File: src/design/geodetic_to_ecef_macros.svh
// Assertion macros used by the geodetic to ECEF top level.
`ifndef GEODETIC_TO_ECEF_MACROS_SVH
`define GEODETIC_TO_ECEF_MACROS_SVH
`ifndef SYNTHESIS
`define GTE_ASSERT_IMP(lbl, clk, rstn, ante, cons) \
    lbl: assert property (@(posedge clk) disable iff (!rstn) (ante) |-> (cons)) \
        else $error("gte: same-cycle check failed");
`define GTE_ASSERT_NEXT(lbl, clk, rstn, ante, cons) \
    lbl: assert property (@(posedge clk) disable iff (!rstn) (ante) |=> (cons)) \
        else $error("gte: next-cycle check failed");
`else
`define GTE_ASSERT_IMP(lbl, clk, rstn, ante, cons)
`define GTE_ASSERT_NEXT(lbl, clk, rstn, ante, cons)
`endif
`endif

File: src/design/gte_pkg.sv
// Types, constants and elaboration-time table functions for the geodetic to ECEF block.
`default_nettype none
package gte_pkg;

    localparam int LAT_W = 31;
    localparam int LON_W = 32;
    localparam int ALT_W = 27;
    localparam int OUT_W = 34;

    localparam int CORDIC_STAGES = 32;
    localparam int PH_STAGES     = 3;
    localparam int PH_SHIFT      = 76;
    localparam int NEWTON_STEPS  = 6;

    localparam int STEP_S2      = 0;
    localparam int STEP_T       = 1;
    localparam int STEP_NEWTON0 = 2;
    localparam int STEP_NQ      = STEP_NEWTON0 + 3 * NEWTON_STEPS;
    localparam int STEP_M       = STEP_NQ + 1;
    localparam int STEP_X       = STEP_M + 1;
    localparam int NSTEP        = STEP_X + 1;

    localparam logic [63:0] Q60_ONE       = 64'h1000_0000_0000_0000;
    localparam logic [63:0] THREE_Q60     = 64'h3000_0000_0000_0000;
    localparam logic [63:0] TWO_PI_Q60    = 64'h6487_ED51_10B4_611B;
    localparam logic [63:0] E2_Q60        = 64'd7718094650639641;
    localparam logic [63:0] ONE_MINUS_E2  = Q60_ONE - E2_Q60;
    localparam logic [63:0] SEMI_MAJOR_MM = 64'd6378137000;
    localparam logic [63:0] GAIN_SEED     = 64'd691752902764108186;
    localparam logic [31:0] PH_HALF       = 32'd1800000000;
    localparam logic [31:0] PH_EIGHTH     = 32'h2000_0000;

    // 3.6e9 = 2^10 * 3515625: drop ten bits, then multiply by a rounded-up reciprocal
    localparam logic [127:0] PH_ODD_DIV = 128'd3515625;
    localparam logic [63:0]  PH_BIAS    = 64'(PH_HALF >> 10);
    localparam logic [63:0]  PH_RECIP   = 64'(((128'd1 << PH_SHIFT) / PH_ODD_DIV) + 128'd1);

    localparam logic [127:0] RND40 = 128'd1 << 39;
    localparam logic [127:0] RND60 = 128'd1 << 59;
    localparam logic [127:0] RND80 = 128'd1 << 79;

    localparam logic [1:0] QUAD_E = 2'd0;
    localparam logic [1:0] QUAD_N = 2'd1;
    localparam logic [1:0] QUAD_W = 2'd2;

    typedef struct packed {
        logic                    valid;
        logic signed [ALT_W-1:0] alt;
        logic signed [63:0]      sl;
        logic signed [63:0]      cl;
        logic signed [63:0]      so;
        logic signed [63:0]      co;
        logic [63:0]             w;
        logic [63:0]             y;
        logic                    mneg;
        logic                    xneg;
        logic                    yneg;
        logic                    zneg;
    } gte_rec_t;

    function automatic logic [63:0] gte_abs(input logic signed [63:0] v);
        return v[63] ? (64'd0 - 64'(v)) : 64'(v);
    endfunction

    function automatic logic [63:0] gte_umul_shr(input logic [63:0] a, input logic [63:0] b,
                                                 input int f);
        logic [127:0] p;
        p = {64'd0, a} * {64'd0, b};
        p = p + (128'd1 << (f - 1));
        return 64'(p >> f);
    endfunction

    function automatic logic [63:0] gte_pow2_div(input int e, input int k);
        logic [63:0] rem;
        logic [63:0] quo;
        rem = '0;
        quo = '0;
        for (int b = 63; b >= 0; b--) begin
            rem = {rem[62:0], (b == e)};
            quo = {quo[62:0], 1'b0};
            if (rem >= 64'(k)) begin
                rem    = rem - 64'(k);
                quo[0] = 1'b1;
            end
        end
        return quo;
    endfunction

    function automatic logic [63:0] gte_turn(input int i);
        logic signed [63:0] sum;
        logic [63:0]        r;
        logic [63:0]        q;
        logic [63:0]        term;
        if (i == 0) begin
            return 64'd1 << 57;
        end
        sum = '0;
        for (int k = 1; k * i <= 60; k += 2) begin
            term = gte_pow2_div(60 - k * i, k);
            if (((k >> 1) & 1) != 0) begin
                sum = sum - $signed(term);
            end else begin
                sum = sum + $signed(term);
            end
        end
        r = 64'(sum);
        q = '0;
        for (int k = 0; k < 60; k++) begin
            r = r << 1;
            q = q << 1;
            if (r >= TWO_PI_Q60) begin
                r    = r - TWO_PI_Q60;
                q[0] = 1'b1;
            end
        end
        return q;
    endfunction

    function automatic logic [63:0] gte_inv_gain(input int stages);
        logic [63:0] p;
        logic [63:0] y;
        logic [63:0] u;
        p = Q60_ONE;
        for (int i = 0; i < stages; i++) begin
            if (2 * i < 64) begin
                p = p + (p >> (2 * i));
            end
        end
        y = GAIN_SEED;
        for (int n = 0; n < 8; n++) begin
            u = gte_umul_shr(p, gte_umul_shr(y, y, 60), 60);
            y = gte_umul_shr(y, THREE_Q60 - u, 60) >> 1;
        end
        return y;
    endfunction

    localparam logic [63:0] INV_GAIN = gte_inv_gain(CORDIC_STAGES);

endpackage
`default_nettype wire

File: src/design/gte_phase.sv
// Angle to phase conversion: reciprocal multiplication by 1/3.6e9 for latitude and longitude.
`default_nettype none
module gte_phase
    import gte_pkg::*;
(
    input  logic                    clk,
    input  logic                    rst_n,
    input  logic                    en,
    input  logic                    in_valid,
    input  logic signed [LAT_W-1:0] latitude,
    input  logic signed [LON_W-1:0] longitude,
    input  logic signed [ALT_W-1:0] altitude,
    output logic                    out_valid,
    output logic [1:0][31:0]        quo,
    output logic [1:0]              neg,
    output logic signed [ALT_W-1:0] alt
);

    logic [31:0]       lat_ext;
    logic [31:0]       lon_ext;
    logic [1:0][31:0]  mag;
    logic [127:0]      prod [2];

    logic                    valid_reg [PH_STAGES];
    logic signed [ALT_W-1:0] alt_reg   [PH_STAGES];
    logic [1:0]              neg_reg   [PH_STAGES];
    logic [63:0]             num_reg   [2];

    assign lat_ext = 32'(latitude);
    assign lon_ext = 32'(longitude);
    assign mag[0]  = lat_ext[31] ? (32'd0 - lat_ext) : lat_ext;
    assign mag[1]  = lon_ext[31] ? (32'd0 - lon_ext) : lon_ext;

    always_ff @(posedge clk or negedge rst_n)
    begin
        if (!rst_n)
        begin
            for (int i = 0; i < PH_STAGES; i++)
            begin
                valid_reg[i] <= 1'b0;
            end
        end
        else if (en)
        begin
            valid_reg[0] <= in_valid;
            for (int i = 1; i < PH_STAGES; i++)
            begin
                valid_reg[i] <= valid_reg[i-1];
            end
        end
    end

    // (|v| * 2^32 + 1.8e9) / 2^10, truncated: the low ten bits of the half are dropped
    always_ff @(posedge clk)
    begin
        if (en)
        begin
            alt_reg[0] <= altitude;
            neg_reg[0] <= {lon_ext[31], lat_ext[31]};
            for (int l = 0; l < 2; l++)
            begin
                num_reg[l] <= {10'd0, mag[l], 22'd0} + PH_BIAS;
            end
            for (int i = 1; i < PH_STAGES; i++)
            begin
                alt_reg[i] <= alt_reg[i-1];
                neg_reg[i] <= neg_reg[i-1];
            end
        end
    end

    for (genvar l = 0; l < 2; l++)
    begin : g_recip
        gte_mul u_mul (
            .clk (clk),
            .en  (en),
            .a   (num_reg[l]),
            .b   (PH_RECIP),
            .rnd (128'd0),
            .p   (prod[l])
        );
    end

    always_comb
    begin
        for (int l = 0; l < 2; l++)
        begin
            quo[l] = prod[l][PH_SHIFT+31:PH_SHIFT];
        end
    end

    assign out_valid = valid_reg[PH_STAGES-1];
    assign neg       = neg_reg[PH_STAGES-1];
    assign alt       = alt_reg[PH_STAGES-1];

endmodule
`default_nettype wire

File: src/design/gte_mul.sv
// Two-stage 64 by 64 unsigned multiplier with rounding addend, 32-bit partial products.
`default_nettype none
module gte_mul
    import gte_pkg::*;
(
    input  logic         clk,
    input  logic         en,
    input  logic [63:0]  a,
    input  logic [63:0]  b,
    input  logic [127:0] rnd,
    output logic [127:0] p
);

    logic [63:0]  pp00_reg;
    logic [63:0]  pp01_reg;
    logic [63:0]  pp10_reg;
    logic [63:0]  pp11_reg;
    logic [127:0] rnd_reg;
    logic [127:0] p_reg;

    always_ff @(posedge clk)
    begin
        if (en)
        begin
            pp00_reg <= {32'd0, a[31:0]}  * {32'd0, b[31:0]};
            pp01_reg <= {32'd0, a[31:0]}  * {32'd0, b[63:32]};
            pp10_reg <= {32'd0, a[63:32]} * {32'd0, b[31:0]};
            pp11_reg <= {32'd0, a[63:32]} * {32'd0, b[63:32]};
            rnd_reg  <= rnd;
            p_reg    <= {64'd0, pp00_reg} + {32'd0, pp01_reg, 32'd0}
                      + {32'd0, pp10_reg, 32'd0} + {pp11_reg, 64'd0} + rnd_reg;
        end
    end

    assign p = p_reg;

endmodule
`default_nettype wire

File: config.mk
export PLATFORM = sky130hd
export DESIGN_NAME = gte_phase
export DESIGN_NICKNAME = d
export VERILOG_FILES = /design/src/design/geodetic_to_ecef_macros.svh /design/src/design/gte_pkg.sv /design/src/design/gte_phase.sv /design/src/design/gte_mul.sv
export SDC_FILE = /design/constraint.sdc
export NUM_CORES = 2
export LEC_CHECK = 0
export BUFFER_PORTS_ARGS = -buffer_cell sky130_fd_sc_hd__buf_2
export CORE_MARGIN = 5
export CORE_UTILIZATION = 25
export DETAILED_ROUTE_END_ITERATION = 10
export PLACE_DENSITY = 0.46
export SETUP_SLACK_MARGIN = 0.3
export SLEW_MARGIN = 20
export SYNTH_ARGS = -nofsm -noshare
export SYNTH_HDL_FRONTEND = slang
export SYNTH_SLANG_ARGS = --single-unit
File: constraint.sdc
create_clock -name clk -period 10.1 [get_ports clk]
set_input_delay 1.01 -clock clk [delete_from_list [all_inputs] [get_ports clk]]
set_output_delay 1.01 -clock clk [all_outputs]
set_load 0.05 [all_outputs]
==> results.cfg <==
[floorplanning]
die_w_um = 621
coreArea_um2 = 372000
pin_count = 188
die_area_um2 = 385000
rows = 224
start_util_pct = 25.1
die_y_um = 621

[routing]
vias_per_cell = 4.39
wl_per_cell_um = 19.3
first_iter_violations = 3385
postRouteAntennaNets = 0
postRouteWirelength_um = 276000
vias = 62653
first_pass_iters = 7
drcViolationCount = 0

[placed_design]
portBuffers = 187
gp_congestion = 0.915
hpwl_um = 240000

[critical_path]
cp_common_cell = fa_1
crit_path_max_fanout = 14
r2r_setup_slack_ns = 1.56
slowest_delay_ns = 1.06
endpoint_kind = register
cp.arrival_ns = 9.05
cp_slowest_cell = edfxtp_1
rr_endpoint = g_recip[1].u_mul.pp11_reg[42]
worstSetupPathType = register to register
cp-start-kind = register
reg2reg_depth = 21
critPathRequiredTime_ns = 10.61
cp_cell_sequence = inv_1, fa_1, fa_1, fa_1, inv_1, ha_1, fa_1, fa_1, inv_1, fa_1, inv_1, ha_1, a21oi_1, o21ai_0, o311ai_0, a211oi_1, o22ai_1, o311ai_0, a21oi_1, o21ai_0, xor2_1
r2r-start = num_reg[0][93]

[cells_and_area]
syn_to_final_growth_pct = 10.6
final_common_cell = inv_1
layout-drive-gt1-share_pct = 4.65
final_cell_mix = 2,233 x inv_1, 2,050 x ha_1, 1,194 x fa_1
seq_area_um2 = 16400
fill_cells = 39439
finalCoreUtilization_pct = 27.7
multi_input_comb_area_um2 = 68000
fin_nets = 12589
largest_reg_flops = 110

[logic_synthesis]
syn-instance-count = 9001
async_flop_share_pct = 0.549
synth_fp_nets = 12339
synth_cell_types = 89
synth_edf_count = 543
ys_seq_area_share_pct = 17.6
ys_warn_count = 0
syn_avg_cell_area_um2 = 10.4
synth_top_flop_cell = edfxtp_1
netlist_area_um2 = 93200
synth-seq-cells = 546

[min_path]
hold_start = altitude[3]
min_path_type = primary input to register
min_to = alt_reg[0][3]
whs_path_depth = 1

[clock_network]
cts_root_buffer = clkbuf_16
cts_tree = done
clockBufferDepth = 4
ctsHtreeMaxLevel = 3
clkLatencyLatePin_ns = 0.84
clock_sinks = 546
clkTransAtPathRegs_ns = 0.07
numCtsBuffers = 82

[timing]
rsz0062_at_grt = false
slew_viol_final = 0
fin_crit_ns = 8.54
clock.fmax_mhz = 117
fin_worst_skew_ns = 0.0893
period_share_pct = 84.5
hold_viol = 0
tightest_slew_ns = 1.21
relSlewSlack_pct = 18.6
tns_ns = 0
setup-violations-final = 0

[global_route]
grt_pass1_wl_um = 419000
first_global_vias = 65990
grt_util_all_layers_pct = 14.4
grt_antenna_before_repair = 10
grt_max_degree = 127
grt_overflow_total = 0

[flow_run]
cap_violations = 0

[outcome]
status = completed
per-layer routing:
metal / vias to the layer above / routed length [um] / track usage (%)
met5: - / 33 / 0
met4: 6 / 6950 / 3.39
met3: 288 / 11200 / 1.65
met2: 1142 / 127000 / 23.5
met1: 31000 / 131000 / 20.2
li1: 30217 / - / -
cell type report:
| class | instances | area share (%) |
|---|---|---|
| Antenna cell | 4 | 0.00971 |
| Clock buffer | 94 | 2.09 |
| Clock inverter | 44 | 0.394 |
| Inverter | 2233 | 8.13 |
| Multi-Input combinational cell | 6118 | 65.9 |
| Sequential cell | 546 | 15.9 |
| Tap cell | 4972 | 6.03 |
| Timing Repair Buffer | 270 | 1.55 |
logic make-up after synthesis:
| logic type | Yosys count | share of synthesized area [%] |
|---|---|---|
| muxes | 13 | 0.148 |
| DFF | 546 | 17.6 |
| adders and majority gates | 3244 | 53.2 |
| other | 1 | 0.00402 |
| and+or+nand+nor | 1036 | 5.65 |
| buffers and inverters | 2337 | 9.53 |
| AOI/OAI and AO/OA | 1283 | 8.85 |
| xor gates and xnor gates | 541 | 5.08 |
synth_stat cells, types with 49 or more instances:
cell	n	share of area, %
xor2_1	185	1.7
nand4_1	86	0.58
a21oi_1	393	2.1
a31oi_1	49	0.33
nor3_1	56	0.30
o21bai_1	50	0.40
nand2b_1	65	0.44
and3_1	60	0.40
fa_1	1194	26
clkbuf_1	69	0.28
xnor2_1	356	3.3
edfxtp_1	543	17
o21ai_0	226	1.2
a21o_1	243	2.0
inv_1	2233	9.0
nand3_1	112	0.60
nand2_1	281	1.1
nor2_1	184	0.74
ha_1	2050	28
worst max-delay path by stage:
stage | cells past startpoint | end | start | slack, ns
global route | 27 | g_recip[1].u_mul.pp10_reg[50] | num_reg[0][96] | 1.34
CTS | 21 | g_recip[1].u_mul.pp11_reg[42] | num_reg[0][93] | 1.51
floorplan | 25 | g_recip[0].u_mul.pp11_reg[40] | num_reg[0][49] | 2.95
detailed placement | 21 | g_recip[1].u_mul.pp11_reg[42] | num_reg[0][93] | 1.61
global placement | 21 | g_recip[1].u_mul.pp11_reg[42] | num_reg[0][93] | 1.81
finish | 21 | g_recip[1].u_mul.pp11_reg[42] | num_reg[0][93] | 1.56
metrics by stage:
stage / cell area, um2 / hold WS (ns) / std cells / setup WS (ns)
final: 103000 / 0.350 / 14281 / 1.56
after global routing: 103000 / 0.295 / 14279 / 1.34
after CTS: 103000 / 0.271 / 14277 / 1.51
after detailed placement: 101000 / 0.405 / 14138 / 1.61
after global placement: 101000 / 0.401 / 14138 / 1.81
after floorplan: 93200 / 0.400 / 9001 / 2.95
what timing repair did:
action | 4_1_cts | 5_1_grt
buffers inserted | 0 | 0
gates resized for setup | 0 | 0
hold buffers | 1 | 0
hold endpoints to repair | 3 | 0
worst max-delay path: cells and delay by family (launching register included):
family | cells | cell delay, ns
compound gates | 8 | 2.63
flops | 1 | 1.06
buf+inv | 4 | 0.58
xor+xnor | 1 | 0.16
fa+ha+maj | 8 | 3.76
Power is left out: the tool's default activity adds up to more than one toggle a clock period on the data nets, which glitch-free logic cannot reach.
